$ cat src/rtl/ple_pkg.sv
// ----------------------------------------------------------------------------
// ple_pkg
// Shared types for the positional list engine: request/result words, the
// action codes and the controller/datapath command and status groups.
// ----------------------------------------------------------------------------
package ple_pkg;

  typedef enum logic [1:0] {
    ACT_INSERT    = 2'd0,
    ACT_REMOVE    = 2'd1,
    ACT_READ      = 2'd2,
    ACT_OVERWRITE = 2'd3
  } action_t;

  typedef struct packed {
    action_t            action;
    logic [4:0]         position;
    logic signed [31:0] value;
  } in_word_t;

  typedef struct packed {
    logic               ok;
    logic signed [31:0] read_value;
    logic [4:0]         count;
    logic               empty_res;
  } out_word_t;

  // controller -> datapath
  typedef struct packed {
    logic load;      // capture request word
    logic check;     // latch pass/fail, seed the walk index
    logic rd_en;     // read store entry
    logic wr_value;  // write request value at index
    logic wr_shift;  // write the entry just read one place over
    logic idx_step;  // advance the walk index
    logic cnt_inc;
    logic cnt_dec;
  } dp_cmd_t;

  // datapath -> controller
  typedef struct packed {
    action_t action;
    logic    ok_calc;    // request is legal against the current count
    logic    shift_more; // entries remain to be moved
  } dp_status_t;

endpackage

$ cat src/rtl/ple_ctrl.sv
// ----------------------------------------------------------------------------
// ple_ctrl
// Sequencer for the list engine: check, entry moves, final read or write (where the action has one), result.
// ----------------------------------------------------------------------------
module ple_ctrl (
  input  logic                clk,
  input  logic                rst_n,
  input  logic                start,
  output logic                busy,
  output logic                out_valid,
  input  ple_pkg::dp_status_t status,
  output ple_pkg::dp_cmd_t    cmd
);

  typedef enum logic [4:0] {
    S_IDLE  = 5'b00001,
    S_CHECK = 5'b00010,
    S_STEP  = 5'b00100,
    S_MOVE  = 5'b01000,
    S_RESP  = 5'b10000
  } state_t;

  state_t state_r, state_nxt;

  always_ff @(posedge clk) begin
    if (!rst_n) begin
      state_r <= S_IDLE;
    end else begin
      state_r <= state_nxt;
    end
  end

  assign busy      = (state_r != S_IDLE);
  assign out_valid = (state_r == S_RESP);

  always_comb begin
    state_nxt = state_r;
    cmd       = '0;
    case (state_r)
      S_IDLE: begin
        if (start) begin
          cmd.load  = 1'b1;
          state_nxt = S_CHECK;
        end
      end
      S_CHECK: begin
        cmd.check = 1'b1;
        state_nxt = status.ok_calc ? S_STEP : S_RESP;
      end
      S_STEP: begin
        case (status.action)
          ple_pkg::ACT_READ: begin
            cmd.rd_en = 1'b1;
            state_nxt = S_RESP;
          end
          ple_pkg::ACT_OVERWRITE: begin
            cmd.wr_value = 1'b1;
            state_nxt    = S_RESP;
          end
          ple_pkg::ACT_INSERT: begin
            if (status.shift_more) begin
              cmd.rd_en = 1'b1;
              state_nxt = S_MOVE;
            end else begin
              cmd.wr_value = 1'b1;
              cmd.cnt_inc  = 1'b1;
              state_nxt    = S_RESP;
            end
          end
          ple_pkg::ACT_REMOVE: begin
            if (status.shift_more) begin
              cmd.rd_en = 1'b1;
              state_nxt = S_MOVE;
            end else begin
              cmd.cnt_dec = 1'b1;
              state_nxt   = S_RESP;
            end
          end
          default: begin
            state_nxt = S_RESP;
          end
        endcase
      end
      S_MOVE: begin
        cmd.wr_shift = 1'b1;
        cmd.idx_step = 1'b1;
        state_nxt    = S_STEP;
      end
      S_RESP: begin
        state_nxt = S_IDLE;
      end
      default: begin
        state_nxt = S_IDLE;
      end
    endcase
  end

endmodule

$ cat src/rtl/ple_datapath.sv
// ----------------------------------------------------------------------------
// ple_datapath
// Request register, entry count, walk index and the entry store with its
// registered read port.
// ----------------------------------------------------------------------------
module ple_datapath #(
  parameter int CAPACITY    = 16,
  parameter int VALUE_WIDTH = 32
) (
  input  logic                clk,
  input  logic                rst_n,
  input  ple_pkg::in_word_t   in_data,
  input  ple_pkg::dp_cmd_t    cmd,
  output ple_pkg::dp_status_t status,
  output ple_pkg::out_word_t  out_data
);

  localparam int CW   = $clog2(CAPACITY + 1);
  localparam int AW   = $clog2(CAPACITY);
  localparam int CMPW = ((CW > 5) ? CW : 5) + 1;

  ple_pkg::in_word_t      req_r;
  logic [CW-1:0]          count_r;
  logic [CW-1:0]          idx_r;
  logic                   ok_r;
  logic [VALUE_WIDTH-1:0] rdata_r;
  logic [VALUE_WIDTH-1:0] mem [CAPACITY];

  logic [CMPW-1:0]        pos_w, cnt_w, idx_w, pos_m1_w, cnt_out_w;
  logic                   ins, pos_nz, ok_calc;
  logic [CW-1:0]          idx_m1, idx_init;
  logic [AW-1:0]          raddr, waddr;
  logic [VALUE_WIDTH-1:0] store_word, wdata;
  logic [31:0]            rd32;

  assign ins      = (req_r.action == ple_pkg::ACT_INSERT);
  assign pos_w    = CMPW'(req_r.position);
  assign cnt_w    = CMPW'(count_r);
  assign idx_w    = CMPW'(idx_r);
  assign pos_m1_w = pos_w - CMPW'(1);
  assign pos_nz   = (pos_w != '0);

  always_comb begin
    if (ins) begin
      ok_calc = pos_nz && (pos_w <= cnt_w + CMPW'(1)) && (cnt_w < CMPW'(CAPACITY));
    end else begin
      ok_calc = pos_nz && (pos_w <= cnt_w);
    end
  end

  // insert walks down from the tail, remove walks up from the hole
  always_comb begin
    case (req_r.action)
      ple_pkg::ACT_INSERT: idx_init = count_r;
      ple_pkg::ACT_REMOVE: idx_init = pos_w[CW-1:0];
      default:             idx_init = pos_m1_w[CW-1:0];
    endcase
  end

  assign idx_m1 = idx_r - CW'(1);

  assign status.action     = req_r.action;
  assign status.ok_calc    = ok_calc;
  assign status.shift_more = ins ? (idx_w >= pos_w) : (idx_w < cnt_w);

  assign raddr = ins ? idx_m1[AW-1:0] : idx_r[AW-1:0];

  always_comb begin
    if (cmd.wr_shift) begin
      waddr = ins ? idx_r[AW-1:0] : idx_m1[AW-1:0];
      wdata = rdata_r;
    end else begin
      waddr = idx_r[AW-1:0];
      wdata = store_word;
    end
  end

  // 32-bit request word to stored width, stored width back to 32 bits
  generate
    if (VALUE_WIDTH > 32) begin : g_wide
      assign store_word = {{(VALUE_WIDTH-32){req_r.value[31]}}, req_r.value};
      assign rd32       = rdata_r[31:0];
    end else if (VALUE_WIDTH == 32) begin : g_equal
      assign store_word = req_r.value;
      assign rd32       = rdata_r;
    end else begin : g_narrow
      assign store_word = req_r.value[VALUE_WIDTH-1:0];
      assign rd32       = {{(32-VALUE_WIDTH){1'b0}}, rdata_r};
    end
  endgenerate

  always_ff @(posedge clk) begin
    if (cmd.load) begin
      req_r <= in_data;
    end
    if (cmd.check) begin
      idx_r <= idx_init;
    end else if (cmd.idx_step) begin
      idx_r <= ins ? idx_m1 : (idx_r + CW'(1));
    end
  end

  always_ff @(posedge clk) begin
    if (!rst_n) begin
      count_r <= '0;
      ok_r    <= 1'b0;
    end else begin
      if (cmd.check) begin
        ok_r <= ok_calc;
      end
      if (cmd.cnt_inc) begin
        count_r <= count_r + CW'(1);
      end else if (cmd.cnt_dec) begin
        count_r <= count_r - CW'(1);
      end
    end
  end

  always_ff @(posedge clk) begin
    if (cmd.wr_value || cmd.wr_shift) begin
      mem[waddr] <= wdata;
    end
  end

  always_ff @(posedge clk) begin
    if (cmd.rd_en) begin
      rdata_r <= mem[raddr];
    end
  end

  assign cnt_out_w           = CMPW'(count_r);
  assign out_data.ok         = ok_r;
  assign out_data.read_value = (ok_r && (req_r.action == ple_pkg::ACT_READ)) ? rd32 : '0;
  assign out_data.count      = cnt_out_w[4:0];
  assign out_data.empty_res  = (count_r == '0);

endmodule

$ cat src/rtl/positional_list_engine_top.sv
// ----------------------------------------------------------------------------
// positional_list_engine_top
// Each accepted word moves k entries (insert: count-pos+1, remove: count-pos,
//   read/overwrite: 0), none on a fail. Each move reads one entry and writes
//   it one place over. A new word is taken only once the previous result
//   has been given (busy low). The receiver cannot stall.
// Reset (rst_n low, synchronous): count zero, sequencer idle, no result.
// ----------------------------------------------------------------------------
module positional_list_engine_top #(
  parameter int CAPACITY    = 16,
  parameter int VALUE_WIDTH = 32
) (
  input  logic               clk,
  input  logic               rst_n,
  input  logic               start,
  output logic               busy,
  input  ple_pkg::in_word_t  in_data,
  output logic               out_valid,
  output ple_pkg::out_word_t out_data
);

  // Controller sequences: IDLE -> CHECK -> (STEP/MOVE)* -> RESP -> IDLE.
  // CHECK latches pass/fail against the current count and seeds the index;
  // each MOVE shifts one entry, so the list stays packed at positions 1..count.
  // A failed request goes straight to RESP with nothing changed.

  ple_pkg::dp_cmd_t    cmd;
  ple_pkg::dp_status_t status;

  ple_ctrl u_ctrl (
    .clk       (clk),
    .rst_n     (rst_n),
    .start     (start),
    .busy      (busy),
    .out_valid (out_valid),
    .status    (status),
    .cmd       (cmd)
  );

  // Store entries are undefined until written; only positions 1..count are
  // ever read, and every one of those has been written.
  ple_datapath #(
    .CAPACITY    (CAPACITY),
    .VALUE_WIDTH (VALUE_WIDTH)
  ) u_datapath (
    .clk      (clk),
    .rst_n    (rst_n),
    .in_data  (in_data),
    .cmd      (cmd),
    .status   (status),
    .out_data (out_data)
  );

endmodule

$ cat config.mk
export PLATFORM = sky130hd
export DESIGN_NAME = positional_list_engine_top
export DESIGN_NICKNAME = d
export VERILOG_FILES = /design/src/rtl/ple_pkg.sv /design/src/rtl/ple_ctrl.sv /design/src/rtl/ple_datapath.sv /design/src/rtl/positional_list_engine_top.sv
export SDC_FILE = /design/constraint.sdc
export NUM_CORES = 1
export LEC_CHECK = 0
export BUFFER_PORTS_ARGS = -buffer_cell sky130_fd_sc_hd__buf_2
export CORE_MARGIN = 2
export CORE_UTILIZATION = 41
export DETAILED_ROUTE_END_ITERATION = 8
export SKIP_LAST_GASP = 1
export SLEW_MARGIN = 20
export SYNTH_ARGS = -nofsm -noshare
export SYNTH_HDL_FRONTEND = slang
export SYNTH_SLANG_ARGS = --single-unit
$ cat constraint.sdc
create_clock -name clk -period 3.81 [get_ports clk]
set_input_delay 0.1905 -clock clk [delete_from_list [all_inputs] [get_ports clk]]
set_output_delay 0.1905 -clock clk [all_outputs]
set_load 0.05 [all_outputs]
* After elaboration in Yosys (flattened, before gate mapping) *
Memories as Yosys holds them, arrays and structs flattened. A register that Yosys moved wholly into a read port is not among the register bits.
Index checks and enable logic that the tools add are counted.

operators by class
  eq/ne operators = 10
  $add $sub $neg = 6
  reduce and logical (&&, ||, !) cells = 12
  multiplexer cells = 32
  order comparisons = 5

operators by type and width
  cell                   number
  $mux W32               2
  $mux W5                8
  $pmux W5 S2            2
  $pmux W5 S4            1
  $sub A5 B1 Y5 const B  3
  $mux W4                3
  $mux W1                11
  $add A5 B1 Y5 const B  2
  $add A5 B1 Y6 const B  1
  $le A5 B6 Y1           1
  $mux W2                3
  $reduce_bool A6 Y1     1
  $eq A5 B1 Y1 const B   1
  $eq A5 B2 Y1 const B   1
  $eq A5 B3 Y1 const B   1
  $eq A5 B4 Y1 const B   1
  $eq A5 B5 Y1 const B   1
  $ge A5 B5 Y1           1
  $le A5 B5 Y1           1
  $logic_not A5 Y1       1
  $lt A5 B5 Y1           1
  $lt A5 B5 Y1 const B   1
  $ne A5 B1 Y1 const B   1
  $eq A2 B2 Y1 const B   2
  8 further kinds        14

storage, ports and cells
  input port bits = 42
  logic and storage cells = 73
  RAM bits = 512
  output and inout port bits = 41
  memories = 1
  flip-flop bits (word level) = 55

memory list
  name            depth  bits a word  read ports  clocked after memory_dff  wr ports  line                RTL
  u_datapath.mem  16     32           1           1                         1         ple_datapath.sv:27  logic [VALUE_WIDTH-1:0] mem [CAPACITY];

* Logic depth before layout (Yosys ltp) *
  depth in word-level cells = 8
  mapped depth = 13
  gate-level depth less buffers = 12

* Modules after synthesis *
From an unflattened synthesis, not the netlist that was laid out.

unflattened totals
  cells, all modules = 1227
  area, all modules = 24065.6 sq um

modules (own cells, without submodules)
  module        times used  cells an instance  area an instance (sq um)
  ple_datapath  1           1179               23656.4
  ple_ctrl      1           48                 409.1

* Worst setup path before layout *
Ideal clock, no wire load.

  path type = reg2reg
  start = register u_datapath.count_r[2]
  end = register u_datapath.rdata_r[0] (netlist: u_datapath.rd32[0]) (read register of u_datapath.mem), enable pin
  setup slack = 56 ps
  arrival = 3333 ps
  cell stages (with the launch flop) = 10
  clock period less this slack = 3754 ps
  data required time = 3389 ps
  library setup time = 421 ps
  cells stage by stage = dfxtp_1 > clkbuf_1 > inv_1 > ha_1 > a211o_1 > o211ai_1 > a21oi_1 > nor3_1 > a21oi_1 > nor2_1

RTL lines
  element                   line                 RTL
  start: declaration        ple_datapath.sv:23   logic [CW-1:0] count_r;
  start signal: assignment  ple_datapath.sv:112  count_r <= count_r + CW'(1);
  start signal: assignment  ple_datapath.sv:114  count_r <= count_r - CW'(1);
  end: declaration          ple_datapath.sv:26   logic [VALUE_WIDTH-1:0] rdata_r;

* Final worst setup path *
  start = register u_datapath.req_r (netlist bit u_datapath.status[2])
  end = memory u_datapath.mem[9][5], enable pin

between the ends
  cells in the longest elaborated chain, start to end = 8
  elaborated cells between the ends (all ways) = 11
  classes of those cells = eq/ne: 1; mux: 8; reduce/logical: 2

ends and longest elaborated chain
  element                        line                                RTL
  start: declaration             ple_datapath.sv:22                  ple_pkg::in_word_t req_r;
  start signal: assignment       ple_datapath.sv:94                  req_r <= in_data;
  $logic_not A2 Y1               ple_ctrl.sv:51, ple_datapath.sv:36
  $mux W1                        ple_datapath.sv:64                  assign status.shift_more = ins ? (idx_w >= pos_w) : (idx_w < cnt_w);
  $mux W1                        ple_ctrl.sv:61                      if (status.shift_more) begin
  $pmux W1 S2                    ple_ctrl.sv:51                      case (status.action)
  $mux W2                        ple_ctrl.sv:39                      case (state_r)
  $logic_or A1 B1 Y1             ple_datapath.sv:120                 if (cmd.wr_value || cmd.wr_shift) begin
  $mux W1                        ple_datapath.sv:120
  $mux W1 (implied by the code)  ple_datapath.sv:121                 mem[waddr] <= wdata;
  end: declaration               ple_datapath.sv:27

Parallel ways exist; a longest one is shown, timed or not.

==> impl_results.md <==
- Leak: 9.54 nW
- Status: completed
- Area leader, netlist: edfxtp_1
- Synth-to-layout area growth: 17.5%
- Die X: 246 um
- Reg-to-Reg Start: u_datapath.status[2]$_DFFE_PP_
- Reg2Reg Setup Slack: 0.46 ns
- Filler cells: between 4,000 and 5,000
- GRT met2 Usage: 0.302
- Hold path endpoint: u_datapath.store_word[20]$_DFFE_PP_
- Congestion Overflow GR: 0
- # setup viols final: 0
- Yosys top cell area share: 0.735
- Synth Instances: around 1,300
- Hold/Removal Path Class: input pin to register
- Number of global-route vias before repair: 12,700
- CP cell instances: inv_1 -> ha_1 -> inv_2 -> buf_4 -> ha_1 -> a211oi_1 -> o21ai_0 -> buf_4 -> nor2_4 -> buf_4
- Max_slew headroom: 0.343
- Crit path from: u_datapath.status[2]$_DFFE_PP_
- Pwr dens: 507 nW/um^2
- CTS sink count: 599
- Clk_skew: 0.0234 ns
- Routed WL: 56,300 um
- Share of cells above drive strength 1: 0.271
- Unrepaired setup endpoints after global routing: no
- Drt first pass iters: 5
- DP Cell Count: 2,111
- DRC viols: 0
- Largest net degree at the start of global routing: 73
- Unique cell type count in the Yosys netlist: 65
- Avg Cell Area, Syn: 19.0 um^2
- Reg clk slew, reported paths: 0.06 ns
- CP endpoint kind: register
- Crit path launch type: register
- Syn Std Cell Area: 24,000 um^2
- DRC marker count from the first detailed-route iteration: 1,234
- WL per Instance: 24.9 um
- Top Ports: 83
- Post-Syn Nets: between 1,000 and 1,500
- Synth Warn #: 0
- First-pass GRT wire length: 83,500 um
- Ant. Diodes: 0
- Min-delay src: in_data[20]
- Routing usage on met1: 0.269
- Critical Path RT: 4.12 ns
- #FFs+latches synth: 599
- Row count: 88
- Worst skew pair latency: 0.63 ns
- Initial core utilization: 0.416
- Num CTS Buffers: 61
- Max-Cap Viols: 0
- Die area: 60,600 um^2
- VDD IR max: between 0.0004 and 0.0005 V
- Post-Layout Cell Count: 2,266
- Final #Nets: 1,528
- Dpl hpwl: 33,600 um
- # H-tree levels: 2
- Final Hold Viols: 0
- Fraction of registers with async set/reset: 0
- Routed vias/inst: 5.52
- Tcrit/Tclk final: 0.880
- Largest cells by area after synthesis: edfxtp_1 (73%), mux4_2 (12%), nand2_1 (2.4%), a22oi_1 (2.0%), ha_1 (1.8%)
- Slowest stage delay, CP: 0.74 ns
- Antenna violations before repair: 0
- Die Y: 246 um
- CP arrival: between 3 and 4 ns
- Most common cell in the netlist: edfxtp_1
- Total negative slack: 0 ns
- Crit path kind: register to register
- Vias after detailed routing: 12,500
- Tightest Pin Transition: 0.983 ns
- Routability cong.: 0.827
- CTS root buf: clkbuf_16
- Post-CTS setup repair buffer count: 0
- GRT met3 Usage: 0.0341
- Post-synth EDFFs: 588
- IO buf count: a little over 80
- Antenna violation net count after detailed routing: 0
- Most Used Layer, Global Route: met2
- CORE AREA: 57,800 um^2
- Max Clk Rate: ~0.3 GHz
- Commonest cells post-synth: edfxtp_1 (588), nand2_1 (152), mux4_2 (128)
- Slowest-stage cell, CP: nor2_4
- Main synth FF type: edfxtp_1
- WHS: roughly 0.26 ns
- Post-layout min period: 3.35 ns
- Worst path most repeated cell: buf_4
- Crit Path Max Fanout: 20
- R2R cell count: 10
- RR Endpoint: u_datapath.mem[9][5]$_DFFE_PP_
- Min-Delay Path Depth: 2
- Sequential element share of the synthesized area: 0.744
- Max Buffers Root-to-Sink: 3
- CTS tree: yes
- GRT Resource Usage Total: 0.189
- Slew Viols, Final: 0
## sequential cells by signal, indices dropped and copies added (netlist names)
name	count
u_ctrl.state_r	5
u_datapath.count_r	5
u_datapath.idx_r	5
u_datapath.mem	512
u_datapath.ok_r	1
u_datapath.pos_w	5
u_datapath.rd32	32
u_datapath.status	2
u_datapath.store_word	32
## worst max path at each step
stage / end / depth (start not counted)
2_1_floorplan: u_datapath.rd32[0]$_DFFE_PP_ / 9
3_3_place_gp: u_datapath.mem[9][12]$_DFFE_PP_ / 10
3_5_place_dp: u_datapath.mem[9][12]$_DFFE_PP_ / 10
4_1_cts: u_datapath.mem[11][5]$_DFFE_PP_ / 10
5_1_grt: u_datapath.mem[11][5]$_DFFE_PP_ / 10
6_report: u_datapath.mem[9][5]$_DFFE_PP_ / 10
## kinds of logic after synthesis
| group | after synthesis | share of synthesized area |
|---|---|---|
| DFF | 599 | 0.744 |
| and+or+nand+nor | 275 | 0.0535 |
| muxes | 132 | 0.122 |
| AOI/OAI and AO/OA | 130 | 0.0390 |
| buffers and inverters | 84 | 0.0188 |
| adders and majority gates | 35 | 0.0185 |
| xor gates and xnor gates | 13 | 0.00474 |
## critical path: cells and delay by family (launching register included)
kind                       cells  cell delay (ns)
and+or+nand+nor                1             0.74
DFF                            1             0.43
buffers and inverters          5             0.92
adders and majority gates      2             0.64
AOI/OAI and AO/OA              2             0.28
## what timing repair did
| item | 4_1_cts | 5_1_grt |
|---|---|---|
| hold endpoints to repair | 49 | 0 |
| hold buffers | 42 | 0 |
| gates resized for setup | 0 | 0 |
## per-stage QoR
stage	area, um^2	setup slack [ns]	util	power [mW]
after floorplan	24000	0.0555	-	8.10
after global placement	25800	0.459	0.446	8.37
after detailed placement	25800	0.446	0.446	8.38
after CTS	28200	0.420	0.488	14.4
after global routing	28200	0.173	0.488	14.8
final	28200	0.455	0.488	14.3
## power breakdown
part	switching [mW]	internal (mW)	total, mW
clock network	2.51	3.54	6.05
logic	0.522	0.381	0.903
registers	0.0239	7.33	7.36
## layout make-up
type	instances	area, um^2	share of cell area
clock buffer	70	1560	0.0553
clock inverter	43	468	0.0166
inverter	20	75.1	0.00266
multi-input combinational	585	5890	0.209
sequential	599	17900	0.633
tap	765	957	0.0339
timing repair buffer	184	1400	0.0496
## cell usage in the layout (no fill, tap or decap), types with 4 or more instances in the layout
cell type	netlist	routed
a21oi_1	18	18
a22oi_1	64	64
and3_1	34	34
buf_12	0	8
buf_2	23	82
buf_4	15	51
bufinv_16	0	9
clkbuf_1	20	9
clkbuf_16	0	61
clkinv_1	0	13
clkinv_2	0	12
clkinvlp_4	0	4
dfxtp_1	11	10
dlygate4sd3_1	0	42
edfxtp_1	588	588
ha_1	34	33
inv_1	19	19
mux2i_1	4	4
mux4_2	128	128
nand2_1	152	152
nand3_1	9	9
nor2_1	31	10
nor2_4	0	23
nor2b_1	4	4
nor3_1	14	14
o21ai_0	15	15
o21ai_2	4	4
xnor2_1	9	9
xor2_1	4	4
## routing by layer
layer	wire, um	vias to the layer above
li1	-	5493
met1	24400	6538
met2	27300	405
met3	3550	76
met4	1070	0
met5	0	-
Note: power is estimated with default switching activity, not from simulation.
